==> src/hw/rtl/hpc_pkg.sv <==
// hpc_pkg: shared types, codes and constants for the hash table probe chain block.
// Used by hpc_rem, hash_table_probe_chain and the bench; depends on nothing.
`timescale 1ns / 1ps

package hpc_pkg;

    localparam int CFG_W         = 5;
    localparam int KEY_W         = 31;
    localparam int PAY_W         = 31;
    localparam int LABEL_W       = 64;
    localparam int IDX_W         = 4;
    localparam int SLOTS_DEFAULT = 16;
    localparam logic [CFG_W-1:0] SIZE_RESET = 5'd10;

    localparam logic [1:0] REQ_INSERT = 2'd0;
    localparam logic [1:0] REQ_SEARCH = 2'd1;
    localparam logic [1:0] REQ_MODIFY = 2'd2;
    localparam logic [1:0] REQ_CLEAR  = 2'd3;

    localparam logic [1:0] STAT_OK      = 2'd0;
    localparam logic [1:0] STAT_MISSING = 2'd1;
    localparam logic [1:0] STAT_FULL    = 2'd2;

    typedef struct packed {
        logic [1:0]         req_type;
        logic [KEY_W-1:0]   record_key;
        logic [PAY_W-1:0]   record_pay;
        logic [LABEL_W-1:0] record_label;
    } in_item_t;

    typedef struct packed {
        logic [1:0]         status;
        logic [IDX_W-1:0]   slot_index;
        logic [PAY_W-1:0]   found_pay;
        logic [LABEL_W-1:0] found_label;
    } out_item_t;

    typedef struct packed {
        logic             done;
        logic [CFG_W-1:0] rem;
    } rem_res_t;

    typedef enum logic [3:0] {
        S_IDLE,
        S_DIV,
        S_HOME,
        S_PROBE,
        S_RD,
        S_CHK,
        S_LINK,
        S_PUT,
        S_RESP
    } state_t;

endpackage

==> src/hw/rtl/hpc_rem.sv <==
// hpc_rem: restoring remainder unit, one key bit per cycle (key mod size).
// Depends on hpc_pkg.
`timescale 1ns / 1ps

module hpc_rem (
    input  logic                      clk,
    input  logic                      rst_n,
    input  logic                      start,
    input  logic [hpc_pkg::KEY_W-1:0] dividend,
    input  logic [hpc_pkg::CFG_W-1:0] divisor,
    output hpc_pkg::rem_res_t         res
);

    localparam int CNT_W = $clog2(hpc_pkg::KEY_W);

    logic                      busy_reg, busy_next;
    logic                      done_reg, done_next;
    logic [CNT_W-1:0]          cnt_reg, cnt_next;
    logic [hpc_pkg::KEY_W-1:0] dvd_reg, dvd_next;
    logic [hpc_pkg::CFG_W-1:0] rem_reg, rem_next;
    logic [hpc_pkg::CFG_W-1:0] dsr_reg, dsr_next;
    logic [hpc_pkg::CFG_W:0]   trial;

    always_comb
    begin
        busy_next = busy_reg;
        done_next = 1'b0;
        cnt_next  = cnt_reg;
        dvd_next  = dvd_reg;
        rem_next  = rem_reg;
        dsr_next  = dsr_reg;
        trial     = {rem_reg, dvd_reg[hpc_pkg::KEY_W-1]};
        if (start)
        begin
            busy_next = 1'b1;
            cnt_next  = CNT_W'(hpc_pkg::KEY_W - 1);
            dvd_next  = dividend;
            rem_next  = '0;
            dsr_next  = divisor;
        end
        else if (busy_reg)
        begin
            dvd_next = {dvd_reg[hpc_pkg::KEY_W-2:0], 1'b0};
            if (trial >= {1'b0, dsr_reg})
                rem_next = hpc_pkg::CFG_W'(trial - {1'b0, dsr_reg});
            else
                rem_next = trial[hpc_pkg::CFG_W-1:0];
            if (cnt_reg == '0)
            begin
                busy_next = 1'b0;
                done_next = 1'b1;
            end
            else
                cnt_next = cnt_reg - 1'b1;
        end
    end

    always_ff @(posedge clk or negedge rst_n)
    begin
        if (!rst_n)
        begin
            busy_reg <= 1'b0;
            done_reg <= 1'b0;
            cnt_reg  <= '0;
        end
        else
        begin
            busy_reg <= busy_next;
            done_reg <= done_next;
            cnt_reg  <= cnt_next;
        end
    end

    always_ff @(posedge clk)
    begin
        dvd_reg <= dvd_next;
        rem_reg <= rem_next;
        dsr_reg <= dsr_next;
    end

    assign res.done = done_reg;
    assign res.rem  = rem_reg;

endmodule

==> src/hw/rtl/hash_table_probe_chain.sv <==
// hash_table_probe_chain: keyed record table, open addressing with chaining
// without replacement, run by a small sequencer. Depends on hpc_pkg, hpc_rem.
//
//  channel | signals                   | transfer when
//  cfg     | cfg_we, cfg_data          | cfg_we high (slots in use)
//  req     | req_valid, req_ready, req | req_valid && req_ready
//  rsp     | rsp_valid, rsp_ready, rsp | rsp_valid && rsp_ready
//
// Clear goes straight to the response. Other requests first take key mod size
// in hpc_rem bit by bit and pick up the remainder; an insert whose home slot is
// taken then probes the slots above home for a free one, and the chain walk reads
// the slot memory once per step before the result is finished.
// req_ready is high only while the sequencer is idle; a result waiting in the
// output register does not block the next transfer. Reset empties the table.
`timescale 1ns / 1ps

module hash_table_probe_chain #(
    parameter int TABLE_SLOTS = hpc_pkg::SLOTS_DEFAULT
) (
    input  logic                      clk,
    input  logic                      rst_n,
    input  logic                      cfg_we,
    input  logic [hpc_pkg::CFG_W-1:0] cfg_data,
    input  logic                      req_valid,
    output logic                      req_ready,
    input  hpc_pkg::in_item_t         req,
    output logic                      rsp_valid,
    input  logic                      rsp_ready,
    output hpc_pkg::out_item_t        rsp
);

    localparam int SLOT_W = $clog2(TABLE_SLOTS);
    localparam int NEXT_W = SLOT_W + 1;
    localparam int CMP_W  = ((SLOT_W > hpc_pkg::CFG_W) ? SLOT_W : hpc_pkg::CFG_W) + 1;
    localparam int DATA_W = hpc_pkg::KEY_W + hpc_pkg::PAY_W + hpc_pkg::LABEL_W;
    localparam logic [NEXT_W-1:0] LINK_END = NEXT_W'(TABLE_SLOTS);

    hpc_pkg::state_t           state_reg, state_next;
    logic [hpc_pkg::CFG_W-1:0] cfg_size_reg;
    logic [hpc_pkg::CFG_W-1:0] size_reg, size_next;
    logic [TABLE_SLOTS-1:0]    used_reg, used_next;
    hpc_pkg::in_item_t         item_reg, item_next;
    logic [SLOT_W-1:0]         home_reg, home_next;
    logic [SLOT_W-1:0]         cur_reg, cur_next;
    logic [SLOT_W-1:0]         free_reg, free_next;
    logic [CMP_W-1:0]          probe_reg, probe_next;
    logic [CMP_W-1:0]          steps_reg, steps_next;
    hpc_pkg::out_item_t        res_reg, res_next;
    logic                      rsp_valid_reg, rsp_valid_next;
    hpc_pkg::out_item_t        rsp_reg, rsp_next;

    logic [DATA_W-1:0] data_mem [TABLE_SLOTS];
    logic [NEXT_W-1:0] link_mem [TABLE_SLOTS];
    logic [DATA_W-1:0] data_q;
    logic [NEXT_W-1:0] link_q;
    logic              data_we, link_we;
    logic [SLOT_W-1:0] data_wa, link_wa;
    logic [DATA_W-1:0] data_wd;
    logic [NEXT_W-1:0] link_wd;

    logic                      req_xfer;
    logic                      rem_start;
    hpc_pkg::rem_res_t         rem_res;
    logic [hpc_pkg::CFG_W-1:0] eff_size;
    logic [CMP_W-1:0]          size_cmp;
    logic [hpc_pkg::KEY_W-1:0] q_key;
    logic [hpc_pkg::PAY_W-1:0] q_pay;
    logic [hpc_pkg::LABEL_W-1:0] q_label;
    logic                      key_hit;
    logic                      link_end;
    logic                      step_limit;
    logic                      probe_out;
    logic                      is_insert;

    assign req_xfer  = req_valid && req_ready;
    assign rem_start = req_xfer && (req.req_type != hpc_pkg::REQ_CLEAR);
    assign size_cmp  = CMP_W'(size_reg);
    assign is_insert = (item_reg.req_type == hpc_pkg::REQ_INSERT);
    assign {q_key, q_pay, q_label} = data_q;
    assign key_hit    = !is_insert && (q_key == item_reg.record_key);
    assign link_end   = (CMP_W'(link_q) >= size_cmp) || !used_reg[link_q[SLOT_W-1:0]];
    assign step_limit = ((steps_reg + 1'b1) == size_cmp);
    assign probe_out  = (probe_reg >= size_cmp);

    always_comb
    begin
        if (cfg_size_reg == '0)
            eff_size = hpc_pkg::CFG_W'(1);
        else if (CMP_W'(cfg_size_reg) > CMP_W'(TABLE_SLOTS))
            eff_size = hpc_pkg::CFG_W'(TABLE_SLOTS);
        else
            eff_size = cfg_size_reg;
    end

    hpc_rem u_rem (
        .clk      (clk),
        .rst_n    (rst_n),
        .start    (rem_start),
        .dividend (req.record_key),
        .divisor  (eff_size),
        .res      (rem_res)
    );

    // next state
    always_comb
    begin
        state_next = state_reg;
        case (state_reg)
            hpc_pkg::S_IDLE:
                if (req_xfer)
                    state_next = (req.req_type == hpc_pkg::REQ_CLEAR) ?
                                 hpc_pkg::S_RESP : hpc_pkg::S_DIV;
            hpc_pkg::S_DIV:
                if (rem_res.done)
                    state_next = hpc_pkg::S_HOME;
            hpc_pkg::S_HOME:
                if (is_insert)
                    state_next = used_reg[home_reg] ? hpc_pkg::S_PROBE : hpc_pkg::S_PUT;
                else
                    state_next = used_reg[home_reg] ? hpc_pkg::S_RD : hpc_pkg::S_RESP;
            hpc_pkg::S_PROBE:
                if (probe_out)
                    state_next = hpc_pkg::S_RESP;
                else if (!used_reg[probe_reg[SLOT_W-1:0]])
                    state_next = hpc_pkg::S_RD;
            hpc_pkg::S_RD:
                state_next = hpc_pkg::S_CHK;
            hpc_pkg::S_CHK:
                if (key_hit)
                    state_next = hpc_pkg::S_RESP;
                else if (link_end || step_limit)
                    state_next = is_insert ? hpc_pkg::S_LINK : hpc_pkg::S_RESP;
                else
                    state_next = hpc_pkg::S_RD;
            hpc_pkg::S_LINK:
                state_next = hpc_pkg::S_PUT;
            hpc_pkg::S_PUT:
                state_next = hpc_pkg::S_RESP;
            hpc_pkg::S_RESP:
                if (!rsp_valid_reg || rsp_ready)
                    state_next = hpc_pkg::S_IDLE;
            default:
                state_next = hpc_pkg::S_IDLE;
        endcase
    end

    // datapath and outputs
    always_comb
    begin
        req_ready      = (state_reg == hpc_pkg::S_IDLE);
        size_next      = size_reg;
        used_next      = used_reg;
        item_next      = item_reg;
        home_next      = home_reg;
        cur_next       = cur_reg;
        free_next      = free_reg;
        probe_next     = probe_reg;
        steps_next     = steps_reg;
        res_next       = res_reg;
        rsp_valid_next = rsp_valid_reg && !rsp_ready;
        rsp_next       = rsp_reg;
        data_we        = 1'b0;
        data_wa        = cur_reg;
        data_wd        = {item_reg.record_key, item_reg.record_pay, item_reg.record_label};
        link_we        = 1'b0;
        link_wa        = cur_reg;
        link_wd        = NEXT_W'(free_reg);
        case (state_reg)
            hpc_pkg::S_IDLE:
                if (req_xfer)
                begin
                    item_next = req;
                    size_next = eff_size;
                    res_next  = '0;
                    if (req.req_type == hpc_pkg::REQ_CLEAR)
                        used_next = '0;
                end
            hpc_pkg::S_DIV:
                home_next = SLOT_W'(rem_res.rem);
            hpc_pkg::S_HOME:
            begin
                free_next  = home_reg;
                cur_next   = home_reg;
                steps_next = '0;
                probe_next = CMP_W'(home_reg) + 1'b1;
                if (!is_insert && !used_reg[home_reg])
                    res_next.status = hpc_pkg::STAT_MISSING;
            end
            hpc_pkg::S_PROBE:
                if (probe_out)
                    res_next.status = hpc_pkg::STAT_FULL;
                else if (!used_reg[probe_reg[SLOT_W-1:0]])
                    free_next = probe_reg[SLOT_W-1:0];
                else
                    probe_next = probe_reg + 1'b1;
            hpc_pkg::S_CHK:
                if (key_hit)
                begin
                    res_next.status     = hpc_pkg::STAT_OK;
                    res_next.slot_index = hpc_pkg::IDX_W'(cur_reg);
                    if (item_reg.req_type == hpc_pkg::REQ_MODIFY)
                    begin
                        data_we              = 1'b1;
                        data_wd              = {q_key, item_reg.record_pay,
                                                item_reg.record_label};
                        res_next.found_pay   = item_reg.record_pay;
                        res_next.found_label = item_reg.record_label;
                    end
                    else
                    begin
                        res_next.found_pay   = q_pay;
                        res_next.found_label = q_label;
                    end
                end
                else if (link_end)
                begin
                    if (!is_insert)
                        res_next.status = hpc_pkg::STAT_MISSING;
                end
                else
                begin
                    cur_next   = link_q[SLOT_W-1:0];
                    steps_next = steps_reg + 1'b1;
                    if (step_limit && !is_insert)
                        res_next.status = hpc_pkg::STAT_MISSING;
                end
            hpc_pkg::S_LINK:
                link_we = 1'b1;
            hpc_pkg::S_PUT:
            begin
                data_we             = 1'b1;
                data_wa             = free_reg;
                link_we             = 1'b1;
                link_wa             = free_reg;
                link_wd             = LINK_END;
                used_next[free_reg] = 1'b1;
                res_next.status     = hpc_pkg::STAT_OK;
                res_next.slot_index = hpc_pkg::IDX_W'(free_reg);
            end
            hpc_pkg::S_RESP:
                if (!rsp_valid_reg || rsp_ready)
                begin
                    rsp_valid_next = 1'b1;
                    rsp_next       = res_reg;
                end
            default:
            begin
            end
        endcase
    end

    always_ff @(posedge clk or negedge rst_n)
    begin
        if (!rst_n)
        begin
            state_reg     <= hpc_pkg::S_IDLE;
            cfg_size_reg  <= hpc_pkg::SIZE_RESET;
            used_reg      <= '0;
            rsp_valid_reg <= 1'b0;
        end
        else
        begin
            state_reg     <= state_next;
            used_reg      <= used_next;
            rsp_valid_reg <= rsp_valid_next;
            if (cfg_we)
                cfg_size_reg <= cfg_data;
        end
    end

    always_ff @(posedge clk)
    begin
        size_reg  <= size_next;
        item_reg  <= item_next;
        home_reg  <= home_next;
        cur_reg   <= cur_next;
        free_reg  <= free_next;
        probe_reg <= probe_next;
        steps_reg <= steps_next;
        res_reg   <= res_next;
        rsp_reg   <= rsp_next;
    end

    always_ff @(posedge clk)
    begin
        if (data_we)
            data_mem[data_wa] <= data_wd;
        if (link_we)
            link_mem[link_wa] <= link_wd;
        data_q <= data_mem[cur_reg];
        link_q <= link_mem[cur_reg];
    end

    assign rsp_valid = rsp_valid_reg;
    assign rsp       = rsp_reg;

`ifndef SYNTHESIS
    a_busy_after_req: assert property (@(posedge clk) disable iff (!rst_n)
        req_xfer |=> !req_ready)
        else $error("req_ready high right after a transfer");

    a_put_free: assert property (@(posedge clk) disable iff (!rst_n)
        (state_reg == hpc_pkg::S_PUT || state_reg == hpc_pkg::S_LINK) |->
        !used_reg[free_reg])
        else $error("insert target slot already in use");

    a_miss_zero: assert property (@(posedge clk) disable iff (!rst_n)
        (rsp_valid && rsp.status != hpc_pkg::STAT_OK) |->
        (rsp.slot_index == '0 && rsp.found_pay == '0 && rsp.found_label == '0))
        else $error("miss or full result carries nonzero fields");

    a_chk_after_rd: assert property (@(posedge clk) disable iff (!rst_n)
        (state_reg == hpc_pkg::S_CHK) |-> ($past(state_reg) == hpc_pkg::S_RD))
        else $error("chain check without a memory read");

    a_size_nonzero: assert property (@(posedge clk) disable iff (!rst_n)
        (state_reg != hpc_pkg::S_IDLE && state_reg != hpc_pkg::S_RESP) |->
        (size_reg != '0))
        else $error("table size zero during a walk");
`endif

endmodule

==> config.mk <==
export PLATFORM = sky130hd
export DESIGN_NAME = hash_table_probe_chain
export DESIGN_NICKNAME = d
export VERILOG_FILES = /design/src/hw/rtl/hpc_pkg.sv /design/src/hw/rtl/hpc_rem.sv /design/src/hw/rtl/hash_table_probe_chain.sv
export SDC_FILE = /design/constraint.sdc
export NUM_CORES = 2
export LEC_CHECK = 0
export BUFFER_PORTS_ARGS = -buffer_cell sky130_fd_sc_hd__buf_2
export CAP_MARGIN = 20
export CORE_MARGIN = 5
export CORE_UTILIZATION = 64
export CTS_BUF_LIST = sky130_fd_sc_hd__clkbuf_2 sky130_fd_sc_hd__clkbuf_4 sky130_fd_sc_hd__clkbuf_8
export DETAILED_ROUTE_END_ITERATION = 16
export PLACE_DENSITY = 0.81
export SLEW_MARGIN = 0
export SYNTH_ARGS = -nofsm -noshare
export SYNTH_HDL_FRONTEND = slang
export SYNTH_SLANG_ARGS = --single-unit
==> constraint.sdc <==
create_clock -name clk -period 8.5 [get_ports clk]
set_input_delay 0 -clock clk [delete_from_list [all_inputs] [get_ports clk]]
set_output_delay 0 -clock clk [all_outputs]
set_load 0.02 [all_outputs]
==> Yosys cells after proc, flatten, opt, wreduce, memory -nomap -nowiden <==
Memories as Yosys holds them, arrays and structs flattened. A register that Yosys moved wholly into a read port is not among the register bits.
Index checks and enable logic that the tools add are counted.
{ "totals": {"register_bits": 433, "mem_bits_rw": 2096, "inputBits": 138, "output_inout_bits": 103, "elab_cells": 189, "n_memories": 2} }
{ "classes": {"addsub": 5, "magnitude_cmp": 9, "eq_ne": 29, "muxes": 77, "n_bitwise": 1, "n_reduce_logical": 38} }
{ "memory_table": {"columns": ["name", "words", "word_bits", "rd", "rd_clocked_by_memory_dff", "write_ports", "line_no", "text"], "rows": [
  ["data_mem", 16, 126, 1, 1, 1, "hash_table_probe_chain.sv:52", "logic [DATA_W-1:0] data_mem [TABLE_SLOTS];"],
  ["link_mem", 16, 5, 1, 1, 1, "hash_table_probe_chain.sv:53", "logic [NEXT_W-1:0] link_mem [TABLE_SLOTS];"]
]} }
{ "ops": {"columns": ["operator", "count"], "rows": [
  ["126-bit two-way mux", 3],
  ["95-bit case mux with 2 select lines", 1],
  ["101-bit two-way mux", 1],
  ["99-bit two-way mux", 1],
  ["95-bit two-way mux", 1],
  ["4-bit two-way mux", 16],
  ["31-bit two-way mux", 2],
  ["4-bit case mux with 9 select lines", 1],
  ["5-bit two-way mux", 7],
  ["16-bit two-way mux", 2],
  ["16-bit case mux with 2 select lines", 1],
  ["31-bit equality test", 1],
  ["6-bit two-way mux", 4],
  ["6-bit case mux with 2 select lines", 2],
  ["2-bit inequality test, second input constant", 11],
  ["4-bit by 5-bit less-than comparator with 1-bit output, second input constant", 4],
  ["1-bit two-way mux", 19],
  ["3-bit AND reduction", 6],
  ["4-bit by 3-bit equality test with 1-bit output, second input constant", 4],
  ["16-bit OR", 1],
  ["4-bit case mux with 2 select lines", 2],
  ["6-bit by 1-bit adder with 6-bit output, second input constant", 2],
  ["1-bit binary-select mux with 4-bit select", 3],
  ["6-bit by 5-bit greater-or-equal comparator with 1-bit output", 2],
  ["other kinds (33)", 62]
]} }

==> Longest topological paths before layout <==
{ "logic_depth": {"ltp_word": 8, "ltp_mapped": 11, "ltp_nobuf": 10} }

==> Cells and area by module <==
From an unflattened synthesis, not the netlist that was laid out.
{ "unflattened": {"cells_unflattened": 4304, "area_unflattened_um2": 98632.1} }
{ "by_module_without_submodules": {"columns": ["mod", "instances", "cells_per_inst", "area_each_um2", "seq_area_each_um2"], "rows": [
  ["hash_table_probe_chain", 1, 4158, 96448.8, 76996.3],
  ["hpc_rem", 1, 146, 2183.3, 1356.3]
]} }

==> Worst setup path after synthesis <==
Ideal clock, no wire load.
{ "synth_timing": {"path_type": "register to register", "start": "register cur_reg[1]", "end": "memory data_mem[2][0] (netlist bit) (enable)", "setup_ns": 0.613, "arrival_time_ns": 6.839, "required_ns": 7.887, "slack_ns": 1.048, "path_stages_with_launch": 9, "n_path_buf": 3, "synth_period_minus_slack_ns": 7.452, "cell_sequence": "edfxtp_1 buf_2 clkbuf_1 clkbuf_1 nor3b_1 a21oi_1 inv_1 nand2_1 nor2_1"} }
{ "synth_between": {"elab_chain_cells": 1} }
{ "synth_rtl": {"columns": ["item", "line_no", "text"], "rows": [
  ["start, declared", "hash_table_probe_chain.sv:44", "logic [SLOT_W-1:0] cur_reg, cur_next;"],
  ["start signal, assigned", "hash_table_probe_chain.sv:276", "cur_reg <= cur_next;"],
  ["4-bit two-way mux", "hash_table_probe_chain.sv:168", "case (state_reg)"],
  ["end, declared", "hash_table_probe_chain.sv:52", null]
]} }
Every way passes these cells.

==> Final worst setup path <==
{ "layout_timing": {"start": "register item_reg[102] (netlist bit)", "end": "memory data_mem[7][56] (netlist bit) (enable)"} }
{ "layout_between": {"elab_chain_cells": 6} }
{ "layout_rtl": {"columns": ["item", "line_no", "text"], "rows": [
  ["start, declared", "hash_table_probe_chain.sv:42", "hpc_pkg::in_item_t item_reg, item_next;"],
  ["start signal, assigned", "hash_table_probe_chain.sv:274", "item_reg <= item_next;"],
  ["31-bit equality test", "hash_table_probe_chain.sv:80", "assign key_hit = !is_insert && (q_key == item_reg.record_key);"],
  ["1-bit logical AND", "hash_table_probe_chain.sv:80", null],
  ["1-bit two-way mux", "hash_table_probe_chain.sv:197", "if (key_hit)"],
  ["1-bit case mux with 2 select lines", "hash_table_probe_chain.sv:168", null],
  ["1-bit two-way mux", "hash_table_probe_chain.sv:286", "if (data_we)"],
  ["1-bit two-way mux (not written as such)", "hash_table_probe_chain.sv:287", "data_mem[data_wa] <= data_wd;"]
]} }
Every way passes these cells.

==> impl_results.md <==
* Post-synth top area share at 75.93%
* Setup TNS at 0 ps
* Worst reg2reg endpoint: data_mem[7][56]
* Wire length per cell at 29.73 um
* Cell-internal power at 23.84 mW
* Drt pass-1 iters at 6
* Die Ht at 402.3 um
* H-tree depth at 5
* Clock Root Buffer: clkbuf_8
* Filler cells at 7955
* Largest net degree at the start of global routing at 146
* Worst R2R Start: item_reg[102]
* Power Density at 282.3 mW/mm^2
* Vias in the first global route at 50594
* Final ANT Viol Nets at 0
* Die ar. at 0.1619 mm^2
* Syn Nets at 4525
* Die width at 402.3 um
* Clock share of power at 33.1%
* Final Setup Violations at 0
* Area occupied by multi-input gates at 0.01923 mm^2
* Syn Inst Count at 4365
* First-pass GRT wire length at 329800 um
* CTS Hold Buffers Added at 280
* Slowest cell delay on critical path at 720 ps
* Nets@finish at 5288
* P_sw at 8.144 mW
* Maximum VDD drop at 0.0002138 V
* Largest cells by area after synthesis: edfxtp_1 (76%), mux4_2 (15%), dfxtp_1 (2.8%), nand2_1 (1.2%), dfrtp_1 (0.79%)
* Hold Path Sink: item_reg[88]
* CP Cell Sequence: xnor2_1, nand4_1, nor4_1, nand4_1, o31ai_2, nand2b_1, nor2_4, buf_4, buf_4
* Worst Setup Start Kind: flop
* Final period util at 62.46%
* Final WL at 223100 um
* Area after DPL at 0.1022 mm^2
* Max cap viols at 0
* Area growth syn-to-layout at 15.00%
* Seq/Total Area, Yosys at 79.54%
* Hold path start: req[88]
* R2R Setup Slk at 3190 ps
* Max reg flops at 2016
* Total CTS buffers at 411
* Final min period at 5309 ps
* Setup bufs post-CTS at 0
* Yosys warns at 0
* Mean Syn Cell Area at 22.57 um^2
* Clock Skews at 103.0 ps
* Layout cells sized above 1 at 30.68%
* Initial DRC count at 6129
* P_leak at 37.28 nW
* Clk_lat worst skew at 1080 ps
* Netlist cell types at 56
* Leading area contributor after synthesis: edfxtp_1
* WP data required at 9140 ps
* Register area at 0.07835 mm^2
* Gr ovfl total at 0
* Final core occ at 73.80%
* Crit Path Category: flop to flop
* Worst relative slew slack at 23.59%
* Register bit count reported by yosys at 2660
* Worst-Margin Slew at 1146 ps
* Fin. max-slew vios at 0
* Clock buffer depth at 4
* Fin area at 0.1133 mm^2
* Clock Sinks at 2660
* Core Region at 0.1535 mm^2
* Element type at the critical path end: flop
* Routed via count at 48305
* Final HPWL from detailed placement at 108300 um
* Part of the power in combinational logic at 13.6%
* Sw frac at 25.46%
* Site row count at 144
* Family with the most delay on the worst path: simple AND/OR/NAND/NOR gates
* Starting density of the core at 64.17%
* Hold path cells at 3
* Port Buffers at 240
* GRT Total Usage at 27.86%
* Mapped Area at 0.09851 mm^2
* CTS tree: yes
* HP Class: primary input to flop
* CP Max Fanout at 38
* CP Data Arrival Time at 5950 ps
* Post-cts sizing count at 0
* CP bufs+invs at 2
* EDFF count, synth at 2491
* Dominant synthesized flop cell: edfxtp_1
* Io pins at 241
* DRC Markers at 0
* Worst-case reg-to-reg path depth at 9
* RSZ-0062 raised after global routing: false
* Async SR Flop Fraction at 1.241%
* F_max at 188.4 MHz
* Initial antenna violation count at 3
* Drt via density at 6.438
* GP Congestion at 0.8168
* Run status: finished clean
* CP max-delay cell: buf_4
* CTS clk-pin slew, worst paths at 70 ps
* Sequential share of power at 53.2%
* Overall power at 31.99 mW
* Fin. Hold Viols at 0
area by class of cell:
type,instances,share of cell area (%)
Sequential cell,2660,69.16
Multi-Input combinational cell,1437,16.97
Clock buffer,612,6.612
Timing Repair Buffer,585,4.195
Tap cell,2044,2.257
Clock inverter,129,0.6814
Inverter,33,0.1160
Antenna cell,3,0.006626
through the flow:
step           hold slack [ps]  instances  setup WS [ps]
2_1_floorplan           -295.6       4365           1048
4_1_cts                  68.30       7499           3368
3_5_place_dp             132.6       6478           3405
3_3_place_gp             111.2       6476           3542
6_report                 185.9       7503           3191
5_1_grt                  140.8       7502           3030
power by group through the flow:
stage	sequential [mW]	clock [mW]	combinational, mW
after global placement	17.2	0	4.10
after CTS	17.0	10.7	4.35
after global routing	17.1	11.4	4.66
after detailed placement	17.3	0	4.22
final	17.0	10.6	4.36
after floorplan	16.9	0	3.10
synthesized netlist by cell type, types with 3 or more instances:
cell	instances
a211oi_1	4
nor2b_1	10
mux4_1	4
inv_1	31
nor2_1	86
buf_2	59
nand2_1	328
edfxtp_1	2491
xnor2_1	35
o21ai_0	14
nand2b_1	16
xor2_1	16
a21o_1	4
ha_1	21
nor4_1	8
and3_1	7
nand4_1	16
nand3_1	8
mux2_2	6
dfxtp_1	136
mux2i_1	9
a31oi_1	15
buf_1	20
mux4_2	665
and2_1	8
dfrtp_1	31
nor3_1	10
a21oi_1	117
clkbuf_1	154
o22ai_1	3
logic make-up after synthesis:
| family | synth area share (%) |
|---|---|
| buf+inv | 1.107 |
| compound gates | 0.9843 |
| fa+ha+maj | 0.2870 |
| xor+xnor | 0.4534 |
| simple gates | 2.163 |
| flops | 79.54 |
| mux | 15.47 |
metal layers:
metal	up-vias	wire [um]	share of wire, %	track usage, %
met5	-	13	0.0058	0
met3	444	23440	11	4.985
met1	24995	79640	36	39.08
met2	3266	113200	51	45.60
met4	2	6760	3.0	9.543
li1	19598	-	-	-
worst max path at each step:
stage | depth (start not counted) | startpoint | end
finish | 9 | item_reg[102] | data_mem[7][56]
detailed placement | 9 | item_reg[102] | data_mem[7][64]
floorplan | 8 | cur_reg[1] | data_mem[2][0]
global placement | 9 | item_reg[122] | data_mem[6][106]
CTS | 9 | item_reg[102] | data_mem[7][55]
global route | 9 | state_reg[2] | data_mem[7][61]
cells in the final DEF (no fill, tap or decap), types with 14 or more instances in the layout:
cell           Yosys  layout
dfrtp_1           31      31
clkbuf_8           0     463
nand2b_1          16      15
buf_4              1      45
nand2_1          328     327
buf_12             0      21
edfxtp_1        2491    2491
buf_2             59     240
clkinv_1           1      77
o21ai_0           14      14
clkbuf_4           0     149
mux4_2           665     665
nor2_4             0      17
xor2_1            16      16
xnor2_1           35      35
clkinv_2           0      37
nor2_1            86      69
a21oi_1          117     117
dlygate4sd3_1      0     279
ha_1              21      21
dfxtp_1          136     136
a31oi_1           15      15
inv_1             31      31
nand4_1           16      16
tightest hold or removal path, cell delays in order:
cell	delay, ps
dlygate4sd3_1	510
buf_2	90
dlygate4sd3_1	530
(Power assumes the default switching activity.)
